[src/hw/rtl/bixd_pkg.sv]
// Package for the interleaved block XOR decrypt unit.
// Holds default widths, register reset values and the register index codes.
// No dependencies.
package bixd_pkg;

	localparam int LENGTH_BITS_DEF = 24;
	localparam int BLOCK_BITS_DEF  = 16;
	localparam int KEY_W           = 8;
	localparam int CFG_IDX_W       = 3;
	localparam int BLOCK_RESET     = 1024;

	typedef enum logic [CFG_IDX_W-1:0] {
		REG_TOTAL_SIZE    = 3'd0,
		REG_SOURCE_LENGTH = 3'd1,
		REG_DEST_LENGTH   = 3'd2,
		REG_START_KEY     = 3'd3,
		REG_KEY_STEP      = 3'd4,
		REG_BLOCK_SIZE    = 3'd5,
		REG_BYTE_LIMIT    = 3'd6
	} cfg_reg_t;

endpackage

[src/hw/rtl/block_interleave_xor_decrypt_unit.sv]
// Top level of the interleaved block XOR decrypt unit.
// Depends on bixd_pkg and bixd_rem_div.
//
// Usage: source bytes enter on the src channel (src_valid, src_stall, src_byte), one byte
// per transaction. Each byte that falls inside total_size yields one transaction on the out
// channel (out_valid, out_stall) carrying the decrypted or passed byte, its absolute
// destination offset, a write_enable flag and a last flag; bytes beyond total_size are
// consumed and yield nothing.
// Configuration goes through a plain write port (cfg_we, cfg_index, cfg_wdata). Every write
// to a defined register restarts the run: the block stalls its input while a bit-serial
// remainder unit works out total_size modulo block_size and the initial run record is
// stored. Reset starts the same pass.
// Throughput is one byte per cycle while neither a receiver stall nor a restart holds the
// input. The run record sits in a one-word synchronous memory; each byte reads it when
// accepted, is processed in the next cycle and writes it back, with a bypass register
// covering back-to-back bytes. A result passes the processing stage and the output register
// before out_valid rises. When the receiver stalls, the result holds in the output
// register, one more byte can wait in the processing stage, and then src_stall rises.
module block_interleave_xor_decrypt_unit
	import bixd_pkg::*;
#(
	parameter int LENGTH_BITS = LENGTH_BITS_DEF,
	parameter int BLOCK_BITS  = BLOCK_BITS_DEF
) (
	input  logic                   clk,
	input  logic                   arst_n,
	input  logic                   cfg_we,
	input  logic [CFG_IDX_W-1:0]   cfg_index,
	input  logic [((LENGTH_BITS > BLOCK_BITS) ? LENGTH_BITS : BLOCK_BITS)-1:0] cfg_wdata,
	input  logic                   src_valid,
	output logic                   src_stall,
	input  logic [KEY_W-1:0]       src_byte,
	output logic                   out_valid,
	input  logic                   out_stall,
	output logic [KEY_W-1:0]       out_byte,
	output logic [LENGTH_BITS-1:0] dest_offset,
	output logic                   write_enable,
	output logic                   last
);

	localparam int L  = LENGTH_BITS;
	localparam int BB = BLOCK_BITS;
	localparam int AW = (L > BB + 1) ? L : BB + 1;
	localparam int NW = (L > BB) ? L : BB;

	// Run record kept in the state memory.
	typedef struct packed {
		logic [L-1:0]        pos;
		logic [L-1:0]        enc_rem;
		logic signed [L:0]   limit_rem;
		logic [BB-1:0]       blk_rem;
		logic [BB-1:0]       hi_rem;
		logic [L-1:0]        off;
		logic [L-1:0]        second_off;
		logic [L:0]          blk_end;
		logic [KEY_W-1:0]    key;
		logic                stopped;
	} state_t;

	typedef enum logic [3:0] {
		ST_START = 4'b0001,
		ST_DIV   = 4'b0010,
		ST_LOAD  = 4'b0100,
		ST_IDLE  = 4'b1000
	} seq_t;

	// Configuration registers.
	logic [L-1:0]     total_q;
	logic [L-1:0]     source_q;
	logic [L-1:0]     dest_q;
	logic [KEY_W-1:0] start_key_q;
	logic [KEY_W-1:0] key_step_q;
	logic [BB-1:0]    block_q;
	logic [L-1:0]     limit_q;
	logic             restart;

	always_comb begin
		restart = 1'b0;
		if (cfg_we) begin
			case (cfg_index) inside
				[REG_TOTAL_SIZE:REG_BYTE_LIMIT]: restart = 1'b1;
				default:                          restart = 1'b0;
			endcase
		end
	end

	always_ff @(posedge clk or negedge arst_n) begin
		if (!arst_n) begin
			total_q     <= '0;
			source_q    <= '0;
			dest_q      <= '1;
			start_key_q <= '0;
			key_step_q  <= '0;
			block_q     <= BB'(BLOCK_RESET);
			limit_q     <= '1;
		end else if (cfg_we) begin
			case (cfg_index)
				REG_TOTAL_SIZE:    total_q     <= cfg_wdata[L-1:0];
				REG_SOURCE_LENGTH: source_q    <= cfg_wdata[L-1:0];
				REG_DEST_LENGTH:   dest_q      <= cfg_wdata[L-1:0];
				REG_START_KEY:     start_key_q <= cfg_wdata[KEY_W-1:0];
				REG_KEY_STEP:      key_step_q  <= cfg_wdata[KEY_W-1:0];
				REG_BLOCK_SIZE:    block_q     <= cfg_wdata[BB-1:0];
				REG_BYTE_LIMIT:    limit_q     <= cfg_wdata[L-1:0];
				default: ;
			endcase
		end
	end

	// A zero block size behaves as a block size of one.
	logic [BB-1:0] eff_b;
	assign eff_b = (block_q == '0) ? BB'(1) : block_q;

	// Restart sequencer and the remainder unit behind it.
	seq_t          seq_q;
	logic          div_done;
	logic [BB-1:0] div_rem;

	bixd_rem_div #(
		.L  (L),
		.BB (BB)
	) u_rem_div (
		.clk       (clk),
		.arst_n    (arst_n),
		.start     (seq_q == ST_START),
		.dividend  (total_q),
		.divisor   (eff_b),
		.done      (div_done),
		.remainder (div_rem)
	);

	always_ff @(posedge clk or negedge arst_n) begin
		if (!arst_n) begin
			seq_q <= ST_START;
		end else if (restart) begin
			seq_q <= ST_START;
		end else begin
			case (seq_q)
				ST_START: seq_q <= ST_DIV;
				ST_DIV:   if (div_done) seq_q <= ST_LOAD;
				ST_LOAD:  seq_q <= ST_IDLE;
				ST_IDLE:  seq_q <= ST_IDLE;
				default:  seq_q <= ST_START;
			endcase
		end
	end

	// The tail is the remainder when it is under a quarter block, plus one byte for
	// an odd size; the encrypted length is what is left of total_size.
	logic [BB-1:0] tail_base;
	logic [BB:0]   tail;
	logic [L-1:0]  enc_len;
	state_t        init_rec;

	always_comb begin
		tail_base = (div_rem >= (eff_b >> 2)) ? '0 : div_rem;
		tail      = {1'b0, tail_base} + (BB+1)'(total_q[0]);
		enc_len   = (AW'(tail) > AW'(total_q)) ? '0 : total_q - L'(tail);

		init_rec            = '0;
		init_rec.enc_rem    = enc_len;
		init_rec.limit_rem  = {1'b0, limit_q};
		init_rec.key        = start_key_q;
		init_rec.stopped    = total_q > source_q;
	end

	// Input accept, state read and processing stage.
	logic             accept;
	logic             valid_s1;
	logic             fwd_s1;
	logic [KEY_W-1:0] src_byte_s1;
	state_t           rd_s1;
	state_t           state_mem;
	state_t           wr_q;
	logic             mem_we;
	state_t           wr_data;
	logic             s1_fire;

	logic             out_valid_q;
	logic [KEY_W-1:0] out_byte_q;
	logic [L-1:0]     out_offset_q;
	logic             out_we_q;
	logic             out_last_q;

	state_t           st;
	state_t           st_next;
	logic             no_res;
	logic             start_blk;
	logic             in_blk;
	logic [BB-1:0]    n_blk;
	logic [L-1:0]     n_len;
	logic [BB-1:0]    half;
	logic [L-1:0]     off_c;
	logic [L-1:0]     sec_c;
	logic [BB-1:0]    hi_c;
	logic [BB-1:0]    rem_c;
	logic [L:0]       end_c;
	logic [L-1:0]     res_offset;
	logic [KEY_W-1:0] res_byte;
	logic             res_we;
	logic             res_last;

	always_comb begin
		st        = fwd_s1 ? wr_q : rd_s1;
		no_res    = st.pos >= total_q;
		n_blk     = (NW'(st.enc_rem) < NW'(eff_b)) ? BB'(st.enc_rem) : eff_b;
		n_len     = L'(n_blk);
		half      = {1'b0, n_blk[BB-1:1]} + BB'(n_blk[0]);
		start_blk = (st.blk_rem == '0) && (st.enc_rem != '0) &&
			!st.limit_rem[L] && (st.limit_rem != '0);
		in_blk    = (st.blk_rem != '0) || start_blk;

		off_c = start_blk ? (st.pos + n_len - L'(1)) : st.off;
		sec_c = start_blk ? (st.pos + n_len - L'(2)) : st.second_off;
		hi_c  = start_blk ? half : st.hi_rem;
		rem_c = start_blk ? n_blk : st.blk_rem;
		end_c = start_blk ? ({1'b0, st.pos} + {1'b0, n_len}) : st.blk_end;

		st_next     = st;
		st_next.pos = st.pos + L'(1);
		if (in_blk) begin
			res_offset         = off_c;
			res_byte           = src_byte_s1 ^ st.key;
			st_next.key        = st.key + key_step_q;
			st_next.enc_rem    = st.enc_rem - L'(1);
			st_next.limit_rem  = st.limit_rem - (L+1)'(1);
			st_next.blk_rem    = rem_c - BB'(1);
			st_next.hi_rem     = (hi_c == '0) ? '0 : hi_c - BB'(1);
			// The first half walks down from the block's top; then the second
			// half starts one below it.
			st_next.off        = (hi_c == BB'(1)) ? sec_c : off_c - L'(2);
			st_next.second_off = sec_c;
			st_next.blk_end    = end_c;
			st_next.stopped    = st.stopped ||
				((rem_c == BB'(1)) && (end_c > {1'b0, dest_q}));
		end else begin
			res_offset      = st.pos;
			res_byte        = src_byte_s1;
			st_next.stopped = st.stopped || (st.pos >= dest_q);
		end
		res_we   = !st.stopped && (res_offset < dest_q);
		res_last = ({1'b0, st.pos} + (L+1)'(1)) == {1'b0, total_q};
	end

	assign s1_fire   = valid_s1 && (no_res || !out_valid_q || !out_stall);
	assign src_stall = (seq_q != ST_IDLE) || (valid_s1 && !s1_fire);
	assign accept    = src_valid && !src_stall;

	always_comb begin
		mem_we  = 1'b0;
		wr_data = st_next;
		if (seq_q == ST_LOAD) begin
			mem_we  = 1'b1;
			wr_data = init_rec;
		end else if (s1_fire && !no_res) begin
			mem_we = 1'b1;
		end
	end

	// One-word state memory with a registered read port and a bypass copy
	// of the last write for a byte that reads while the previous one writes.
	always_ff @(posedge clk) begin
		if (mem_we) begin
			state_mem <= wr_data;
			wr_q      <= wr_data;
		end
	end

	always_ff @(posedge clk) begin
		if (accept) begin
			rd_s1       <= state_mem;
			src_byte_s1 <= src_byte;
		end
	end

	always_ff @(posedge clk or negedge arst_n) begin
		if (!arst_n) begin
			valid_s1 <= 1'b0;
			fwd_s1   <= 1'b0;
		end else begin
			if (accept) begin
				valid_s1 <= 1'b1;
				fwd_s1   <= mem_we;
			end else if (s1_fire) begin
				valid_s1 <= 1'b0;
			end
		end
	end

	// Output register.
	always_ff @(posedge clk or negedge arst_n) begin
		if (!arst_n) begin
			out_valid_q <= 1'b0;
		end else if (s1_fire && !no_res) begin
			out_valid_q <= 1'b1;
		end else if (!out_stall) begin
			out_valid_q <= 1'b0;
		end
	end

	always_ff @(posedge clk) begin
		if (s1_fire && !no_res) begin
			out_byte_q   <= res_byte;
			out_offset_q <= res_offset;
			out_we_q     <= res_we;
			out_last_q   <= res_last;
		end
	end

	assign out_valid    = out_valid_q;
	assign out_byte     = out_byte_q;
	assign dest_offset  = out_offset_q;
	assign write_enable = out_we_q;
	assign last         = out_last_q;

endmodule

[src/hw/rtl/bixd_rem_div.sv]
// Bit-serial restoring remainder unit: dividend modulo divisor, one bit per cycle.
// Standalone; instantiated by the interleave decrypt top level.
module bixd_rem_div #(
	parameter int L  = 24,
	parameter int BB = 16
) (
	input  logic          clk,
	input  logic          arst_n,
	input  logic          start,
	input  logic [L-1:0]  dividend,
	input  logic [BB-1:0] divisor,
	output logic          done,
	output logic [BB-1:0] remainder
);

	localparam int CW = (L > 1) ? $clog2(L) : 1;

	logic          running_q;
	logic          done_q;
	logic [CW-1:0] cnt_q;
	logic [BB-1:0] rem_q;
	logic [BB:0]   trial;
	logic [BB:0]   diff;
	logic [BB-1:0] rem_next;

	// Shift in the next dividend bit and subtract the divisor when it fits.
	always_comb begin
		trial    = {rem_q, dividend[cnt_q]};
		diff     = trial - {1'b0, divisor};
		rem_next = (trial >= {1'b0, divisor}) ? diff[BB-1:0] : trial[BB-1:0];
	end

	always_ff @(posedge clk or negedge arst_n) begin
		if (!arst_n) begin
			running_q <= 1'b0;
			done_q    <= 1'b0;
			cnt_q     <= '0;
		end else if (start) begin
			running_q <= 1'b1;
			done_q    <= 1'b0;
			cnt_q     <= CW'(L - 1);
		end else if (running_q) begin
			if (cnt_q == '0) begin
				running_q <= 1'b0;
				done_q    <= 1'b1;
			end else begin
				done_q <= 1'b0;
				cnt_q  <= cnt_q - CW'(1);
			end
		end else begin
			done_q <= 1'b0;
		end
	end

	always_ff @(posedge clk) begin
		if (start) begin
			rem_q <= '0;
		end else if (running_q) begin
			rem_q <= rem_next;
		end
	end

	assign done      = done_q;
	assign remainder = rem_q;

endmodule

[config.mk]
export PLATFORM = sky130hd
export DESIGN_NAME = block_interleave_xor_decrypt_unit
export DESIGN_NICKNAME = d
export VERILOG_FILES = /design/src/hw/rtl/bixd_pkg.sv /design/src/hw/rtl/block_interleave_xor_decrypt_unit.sv /design/src/hw/rtl/bixd_rem_div.sv
export SDC_FILE = /design/constraint.sdc
export NUM_CORES = 1
export LEC_CHECK = 0
export ABC_AREA = 1
export BUFFER_PORTS_ARGS = -buffer_cell sky130_fd_sc_hd__buf_2
export CAP_MARGIN = 20
export CORE_ASPECT_RATIO = 1.25
export CORE_MARGIN = 3
export CORE_UTILIZATION = 39
export CTS_BUF_LIST = sky130_fd_sc_hd__clkbuf_2 sky130_fd_sc_hd__clkbuf_4 sky130_fd_sc_hd__clkbuf_8
export CTS_CLUSTER_DIAMETER = 60
export DETAILED_ROUTE_END_ITERATION = 8
export HOLD_SLACK_MARGIN = 0.15
export PLACE_DENSITY_LB_ADDON = 0.3
export SYNTH_ARGS = -nofsm -noshare
export SYNTH_HDL_FRONTEND = slang
export SYNTH_SLANG_ARGS = --single-unit
[constraint.sdc]
create_clock -name clk -period 19.2 [get_ports clk]
set_clock_uncertainty 0.2 [all_clocks]
set_input_delay 2.88 -clock clk [delete_from_list [all_inputs] [get_ports clk]]
set_output_delay 2.88 -clock clk [all_outputs]
set_load 0.01 [all_outputs]
==> results list, run 1 <==
- On the critical path, the stage with the largest delay is an instance of sky130_fd_sc_hd__dfrtp_4.
- Detailed Route WL: 113 mm
- Setup violations remaining at the end of the flow were counted as 0.
* Period minus WS final: 9.38 ns
* Initial antenna violation count: 2
* Port bufs: 75
- Post-detailed-route wirelength per cell: 20.4 µm
- The cell area that synthesis handed to floorplanning was 36500 µm².
- After clock tree synthesis, the repair step resized 0 gates.
- # placed instances: 5363
- The floorplan step defined a die boundary enclosing 97300 µm².
- Total iterations of the first detailed-routing run: 6
- Later-pin clock latency in the skew report: 0.75 ns
- Worst-margin pin slew: 1.05 ns
* Dpl hpwl: 81.9 mm
- In the routed layout, each cell is associated on average with a via count of 5.32.
* Final estimated routing congestion in global placement: 0.964
- Area Growth Syn to Fin: 9.57%
- CTS sink cnt: 574
- Max IR drop VDD: 0.0604 mV
* Max FO, Critical Path: 148
- Post-DRT Antenna Nets: 0
- After clock tree synthesis, the clock-pin slew on the worst setup and hold paths is 0.06 ns.
- Buffering stage count on the worst path with inverters included: 4
- CP startpoint kind: flop
- First-pass GRT wire length: 172 mm
* Number of buffers on the longest clock path: 3
* Std-Cell Core Area: 92200 µm²
- The routed layout has 29500 vias.
- Number of DRC markers after the initial detailed-route iteration: 2257
* Part of the cycle the worst path needs: 48.8%
- Yosys cell types: 88
- Data on the critical path arrives at its endpoint at 6.30 ns.
* Worst Path Required: 16.12 ns
- Pin placement for this block handled 76 I/O pins.
* Cell breakdown of the critical path: buf_12, o21ai_0, inv_1, ha_1, a21boi_0, o21a_1, o21a_1, o21a_1, o21a_1, o21a_1, o21a_1, nor2_1, o31ai_1, nand2_1, a21oi_1, a2111oi_1, buf_4, nand3b_1, nand2_1, buf_2
- Maximum capacitance violations: 0
- Top cell family by delay on the critical path: compound AO/OA/AOI/OAI gates
* Headroom to the max-slew limit: 29.8%
* Post-synthesis cell type with the largest combined area: sky130_fd_sc_hd__edfxtp_1
- Proportion of netlist area held by the largest area contributor: 34.2%
* Async set-reset flop share out of synthesis: 24.7%
* Most frequent cell after synthesis: sky130_fd_sc_hd__nand2_1
- Post-CTS Hold Fix Bufs: 0
- Num CTS Buffers: 100
- Synthesis produced 4196 cells.
* Post-synth EDFFs: 416
- Global route total overflow: 0
- Cell types with the largest area share after synthesis: sky130_fd_sc_hd__edfxtp_1 (34%), sky130_fd_sc_hd__nand2_1 (8.8%), sky130_fd_sc_hd__ha_1 (7.5%), sky130_fd_sc_hd__dfrtp_1 (6.3%), sky130_fd_sc_hd__inv_1 (5.2%)
* Setup crit end kind: output pin
- Worst stage delay on the critical path: 0.89 ns
- Of the cells placed in the final design, the portion with a size suffix greater than 1 is 13.4%.
- For this run, the leading register cell type out of synthesis is sky130_fd_sc_hd__edfxtp_1.
* Result of the run: complete, no violations
- The min-delay analysis places its worst path in the category flop to flop.
- Fin cells: 5546
- Each instance of the synthesized netlist takes up on average 8.70 µm².
- Once layout is complete, the utilization of the core stands at 43.4%.
* Reported leakage power: 16.5 nW
- For this run, the total global-route usage over all layers was measured as 22.9%.
* Library cell used as clock root buffer: sky130_fd_sc_hd__clkbuf_8
- From left edge to right edge, the die measures 280 µm.
- Number of warnings issued by yosys: 0
- CP dominant cell by count: sky130_fd_sc_hd__o21a_1
* Final Max Slew Viols: 0
- Vias in the first global route: 28700
- DRC violations left: 0
- Setup repair after global routing left no endpoint under its margin.
* H-tree Lvls: 3
- Flip-flop and latch count after synthesis: 574
* Final hold violation count: 0
- For this run, the post-layout net count is 4532.
- In the synthesized netlist, the cells that appear most often are sky130_fd_sc_hd__nand2_1 (859), sky130_fd_sc_hd__inv_1 (503), sky130_fd_sc_hd__edfxtp_1 (416).
- # rows: 124
- Setup TNS after final layout: 0 ns
- Initial cell density of the core: 39.6%
* Die height: 348 µm
- Overall power after layout: 3.56 mW
- Post-CTS repair timing setup buffer count: 0
- For this run, the register share of the synthesized area comes to 45.0%.
- Highest achievable clock rate: 107 MHz
* Pin count of the biggest net entering global routing: 149
- Clock tree from TritonCTS: yes
* Total power density per cell area: 89.1 nW/µm²
* Category of the most critical setup path: flop to output pin
-- logic make-up (layout without fill, tap and decap cells) --
kind of cell             count (synthesis)  after routing  share of synthesized area (%)
XOR/XNOR                               138            138                           3.31
multiplexers                           118            118                           3.36
AND/OR/NAND/NOR                       1641           1641                           20.2
flip-flops                             574            574                           45.0
buffers and inverters                  694            843                           7.81
adder cells (fa/ha/maj)                224            224                           7.76
other                                    1              5                         0.0103
AO/OA/AOI/OAI                          806            806                           12.5
-- worst paths after layout --
path                                        startpoint                          to  slack (ns)  cells past startpoint
worst min-delay path            wr_q[75]$_SDFFCE_PP0P_         rd_s1[75]$_DFFE_PP_        0.21                      0
worst max register to register      fwd_s1$_DFFE_PN0P_      write_enable$_DFFE_PP_       10.29                     36
max in group asynchronous                       arst_n          fwd_s1$_DFFE_PN0P_       15.47                      2
worst max-delay path                fwd_s1$_DFFE_PN0P_                   src_stall        9.82                     20
min in group asynchronous                       arst_n  start_key_q[5]$_DFFE_PN0P_        2.00                      1
worst min register to register  wr_q[75]$_SDFFCE_PP0P_         rd_s1[75]$_DFFE_PP_        0.21                      0
-- placed cells by master, fill, tap and decap left out, types with 13 or more instances in the layout --
cell	count
sky130_fd_sc_hd__nand3_1	162
sky130_fd_sc_hd__nor2_2	22
sky130_fd_sc_hd__buf_4	26
sky130_fd_sc_hd__o21ai_2	19
sky130_fd_sc_hd__inv_2	50
sky130_fd_sc_hd__edfxtp_1	416
sky130_fd_sc_hd__inv_1	503
sky130_fd_sc_hd__nand4_1	58
sky130_fd_sc_hd__o21a_1	20
sky130_fd_sc_hd__nor3_1	46
sky130_fd_sc_hd__clkinv_1	13
sky130_fd_sc_hd__o21ai_0	351
sky130_fd_sc_hd__nand2_4	18
sky130_fd_sc_hd__a211oi_1	15
sky130_fd_sc_hd__nand2_2	36
sky130_fd_sc_hd__o21bai_1	15
sky130_fd_sc_hd__clkinv_2	15
sky130_fd_sc_hd__nor2_1	346
sky130_fd_sc_hd__clkbuf_4	37
sky130_fd_sc_hd__xnor2_1	42
sky130_fd_sc_hd__a31oi_1	13
sky130_fd_sc_hd__nor2_4	15
sky130_fd_sc_hd__o211ai_1	30
sky130_fd_sc_hd__dfstp_2	50
sky130_fd_sc_hd__nand3_2	23
sky130_fd_sc_hd__xor2_1	96
sky130_fd_sc_hd__dfrtp_1	91
sky130_fd_sc_hd__ha_1	220
sky130_fd_sc_hd__o21ai_1	40
sky130_fd_sc_hd__nand2_1	856
sky130_fd_sc_hd__or2_2	14
sky130_fd_sc_hd__a21oi_1	241
sky130_fd_sc_hd__dfxtp_1	16
sky130_fd_sc_hd__mux2i_1	88
sky130_fd_sc_hd__clkbuf_8	109
sky130_fd_sc_hd__buf_2	74
sky130_fd_sc_hd__mux2_2	27
-- routing by layer --
layer,vias up,global-route usage (%),routed length [µm]
li1,14400,-,-
met1,14000,28.7,46900
met2,892,39.8,55300
met3,233,3.15,6120
met4,0,9.47,4680
met5,-,0,0
-- state kept, by name, indices dropped and copies added, names as in the netlist, 4 cells and up --
register             flops
u_rem_div.cnt_q          5
u_rem_div.remainder     16
dest_q                  24
source_q                24
limit_q                 24
wr_q                   187
total_q                 24
key_step_q               8
block_q                 16
rd_s1                  187
out_byte                 8
seq_q                    4
src_byte_s1              8
start_key_q              8
dest_offset             24
-- through the flow --
step / hold WS (ns) / area, µm² / worst slack (ns)
after floorplan: 0.220 / 36500 / 6.30
after global placement: 0.222 / 37900 / 10.47
after detailed placement: 0.229 / 37900 / 10.40
after CTS: 0.204 / 40000 / 9.64
after global routing: 0.235 / 40000 / 9.44
final: 0.206 / 40000 / 9.82
-- cell type report --
class                   instances  area [µm²]
fillers                      9192       52200
clock buffers                 146        1780
diodes                          3        7.51
multi-input cells            2929       17300
clock inverters                34         265
repair buffers                104         644
inverters                     559        2110
well taps                    1197        1500
flip-flops and latches        574       16400
-- where the power goes --
part | internal (mW) | leakage (nW) | switching [mW] | total, mW
registers | 1.40 | 5.54 | 0.0886 | 1.49
logic | 0.318 | 9.89 | 0.587 | 0.905
clock network | 0.625 | 1.09 | 0.543 | 1.17
total | 2.34 | 16.5 | 1.22 | 3.56
No activity file was read; power rests on OpenSTA's default activity.
==> run 2: changes to the inputs <==
==> constraint.sdc (replaced) <==
create_clock -name clk -period 7.6 [get_ports clk]
set_clock_uncertainty 0.2 [all_clocks]
set_input_delay 1.14 -clock clk [delete_from_list [all_inputs] [get_ports clk]]
set_output_delay 1.14 -clock clk [all_outputs]
set_load 0.01 [all_outputs]
==> run 2 against run 1 <==
Net effect: design area increased by 2.2%; count of clock-buffer cells in the layout unchanged; sequential power rose to 2.5 times the previous value; worst hold slack gained 0.016 ns; combinational power rose to 2.5 times the previous value; cell count is 1.4% higher; setup slack lost 9.5 ns; first-iteration DRC count grew 6.3%; flip-flop and latch count unchanged; clock power increased to 2.5 times the previous value; global-route usage is essentially flat.
==> results list, run 2 (synthesis results as in run 1) <==
- Result of the run: complete, no violations
* Setup TNS after final layout: 0 ns
* Total non-filler cell area in the finished layout: 40900 µm²
- In this run the static leakage power is 17.0 nW.
* Fraction of layout cells with a size suffix above 1: 15.2%
- Category of the most critical setup path: flop to flop
- Commonest non-fill, non-tap cells in the layout: sky130_fd_sc_hd__nand2_1 (855), sky130_fd_sc_hd__inv_1 (503), sky130_fd_sc_hd__edfxtp_1 (416), sky130_fd_sc_hd__o21ai_0 (346), sky130_fd_sc_hd__nor2_1 (345)
- The number of endpoints with negative hold slack in the final report is 0.
- Fin cells: 5623
- Placement Setup Slack: 0.0756 ns
- Die Wd: 280 µm
- CP dominant cell by count: sky130_fd_sc_hd__nand2_1
- Once detail routing completed, the nets flagged for antenna violations numbered 0.
- The clock tree synthesis step divided the H-tree into 3 levels.
* # placed instances: 5436
- Max stage delay cell, worst path: sky130_fd_sc_hd__or4_1
- From bottom edge to top edge, the die measures 348 µm.
- After clock tree synthesis, the clock-pin slew on the worst setup and hold paths is 0.07 ns.
* Worst stage delay on the critical path: 0.59 ns
- Detailed Route WL: 113 mm
- Vias: 29800
- The number of global-route vias before repair was 28700.
* Worst-case hold slack: 0.222 ns
- The worst path in the final design needs a cycle of 7.27 ns, including I/O delays and setup.
- For this design the top-level I/O count stands at 76.
- In this run the power density over the cells is 220 nW/µm².
- The tool flagged a number of max-cap violations equal to 0.
- Cell Int Power: 5.97 mW
- On the critical path the largest part of the delay comes from simple AND/OR/NAND/NOR gates.
- Clock tree synthesis found a total of 574 sinks.
- Sequential Power Share: 41.8%
* Fin worst setup slack: 0.328 ns
* Dpl hpwl: 83.7 mm
* Switching share of power: 33.6%
- After filler insertion, the fill cell instance count of the layout stands at 9219.
- Final Max Slew Viols: 0
* Number of DRC markers after the initial detailed-route iteration: 2399
* Max IR drop VDD: 0.157 mV
- Setup crit end kind: flop
- The design draws 9.00 mW.
* Clock tree from TritonCTS: yes
* Max FO, Critical Path: 14
* Critical path arrival: 7.68 ns
* Number of buffers on the longest clock path: 3
- TritonCTS created 97 clock buffers.
* Pin count of the biggest net entering global routing: 132
- Std-Cell Core Area: 92200 µm²
- Buffering stage count on the worst path with inverters included: 5
- The die covers 97300 µm².
- Gr usage total: 22.9%
- The first detailed-routing pass took 6 iterations.
- Worst-margin pin slew: 1.05 ns
- For this run, design rule violations remaining after detail routing come to 0.
- The clock network accounts for 32.9% of the total power.
- Initial cell density of the core: 39.6%
- The root buffer cell chosen for the clock tree is sky130_fd_sc_hd__clkbuf_8.
- STA puts the critical path data required time at 8.01 ns.
- The congestion estimate from routability-driven global placement came to 0.982.
- Derived from the worst setup path, the maximum achievable clock frequency is 138 MHz.
- Headroom to the max-slew limit: 29.7%
- Once placement finished, the instance area stood at 38600 µm².
* Finished Core Util: 44.3%
- DR vias/cell: 5.30
* Post-detailed-route wirelength per cell: 20.1 µm
- Summed over all nets, the switching power comes to 3.03 mW.
- # rows: 124
- Most common cell after layout, fill and taps aside: sky130_fd_sc_hd__nand2_1
- The path class of the tightest hold or removal check is input pin to async pin.
* Part of the cycle the worst path needs: 95.7%
- The net count of the finished layout is 4608.
- After clock tree synthesis, the flow added hold-fix buffers numbering 0.
- Power share of the combinational group: 25.3%
* CP startpoint kind: flop
- The initial antenna violation count is 1.
* Port bufs: 75
* First-pass GRT wire length: 172 mm
* Area Growth Syn to Fin: 12.0%
- Later-pin clock latency in the skew report: 0.75 ns
- Global route total overflow: 0
- Biggest registers after layout: rd_s1: 187 flops, wr_q: 187 flops
* Setup violations, final: 0
run 2: repair_timing:
item                                    CTS  global route
setup buffers                             0             5
gates resized for setup                   4            24
endpoints found under the setup margin    1             9
pin swaps                                 0             1
run 2: path summary, 6_finish.rpt:
kind                                             start                    to  slack, ns  cells after the start
worst max-delay path                fwd_s1$_DFFE_PN0P_     wr_q[0]$_DFFE_PP_       0.33                     37
worst min-delay path                            arst_n  valid_s1$_DFFE_PN0P_       0.22                      1
worst max register to register      fwd_s1$_DFFE_PN0P_     wr_q[0]$_DFFE_PP_       0.33                     37
worst min register to register  wr_q[95]$_SDFFCE_PP0P_   rd_s1[95]$_DFFE_PP_       0.22                      0
max in group asynchronous                       arst_n    fwd_s1$_DFFE_PN0P_       5.46                      2
min in group clk                wr_q[95]$_SDFFCE_PP0P_   rd_s1[95]$_DFFE_PP_       0.22                      0
run 2: power groups by stage:
stage | Sequential (mW) | Clock (mW) | Combinational [mW]
floorplan | 3.71 | 0 | 1.66
global placement | 3.81 | 0 | 2.23
global route | 3.78 | 3.16 | 2.58
finish | 3.76 | 2.96 | 2.28
detailed placement | 3.82 | 0 | 2.26
CTS | 3.75 | 3.03 | 2.27
run 2: cell type report:
type | instances | area [µm²] | area share (%)
antenna | 2 | 5.00 | 0.0123
clock buffer | 146 | 1770 | 4.32
clock inverter | 33 | 289 | 0.707
inverter | 559 | 2110 | 5.16
multi-input combinational | 2929 | 17300 | 42.4
sequential | 574 | 16400 | 40.2
tap | 1197 | 1500 | 3.67
timing repair buffer | 183 | 1420 | 3.47
run 2: worst reg2reg max path, delay by kind of cell, from the launching register on:
kind,cells,cell delay [ns]
and+or+nand+nor,19,2.84
AOI/OAI and AO/OA,10,1.77
adders and majority gates,3,1.11
buffers and inverters,5,0.67
DFF,1,0.56
run 2: routing by layer:
metal	wire (µm)	up-vias	global-route usage (%)	part of all wire, %
li1	-	14500	-	-
met1	47400	14200	29.3	42
met2	54000	898	38.8	48
met3	5930	226	2.44	5.2
met4	5930	0	11.3	5.2
met5	0	-	0	0
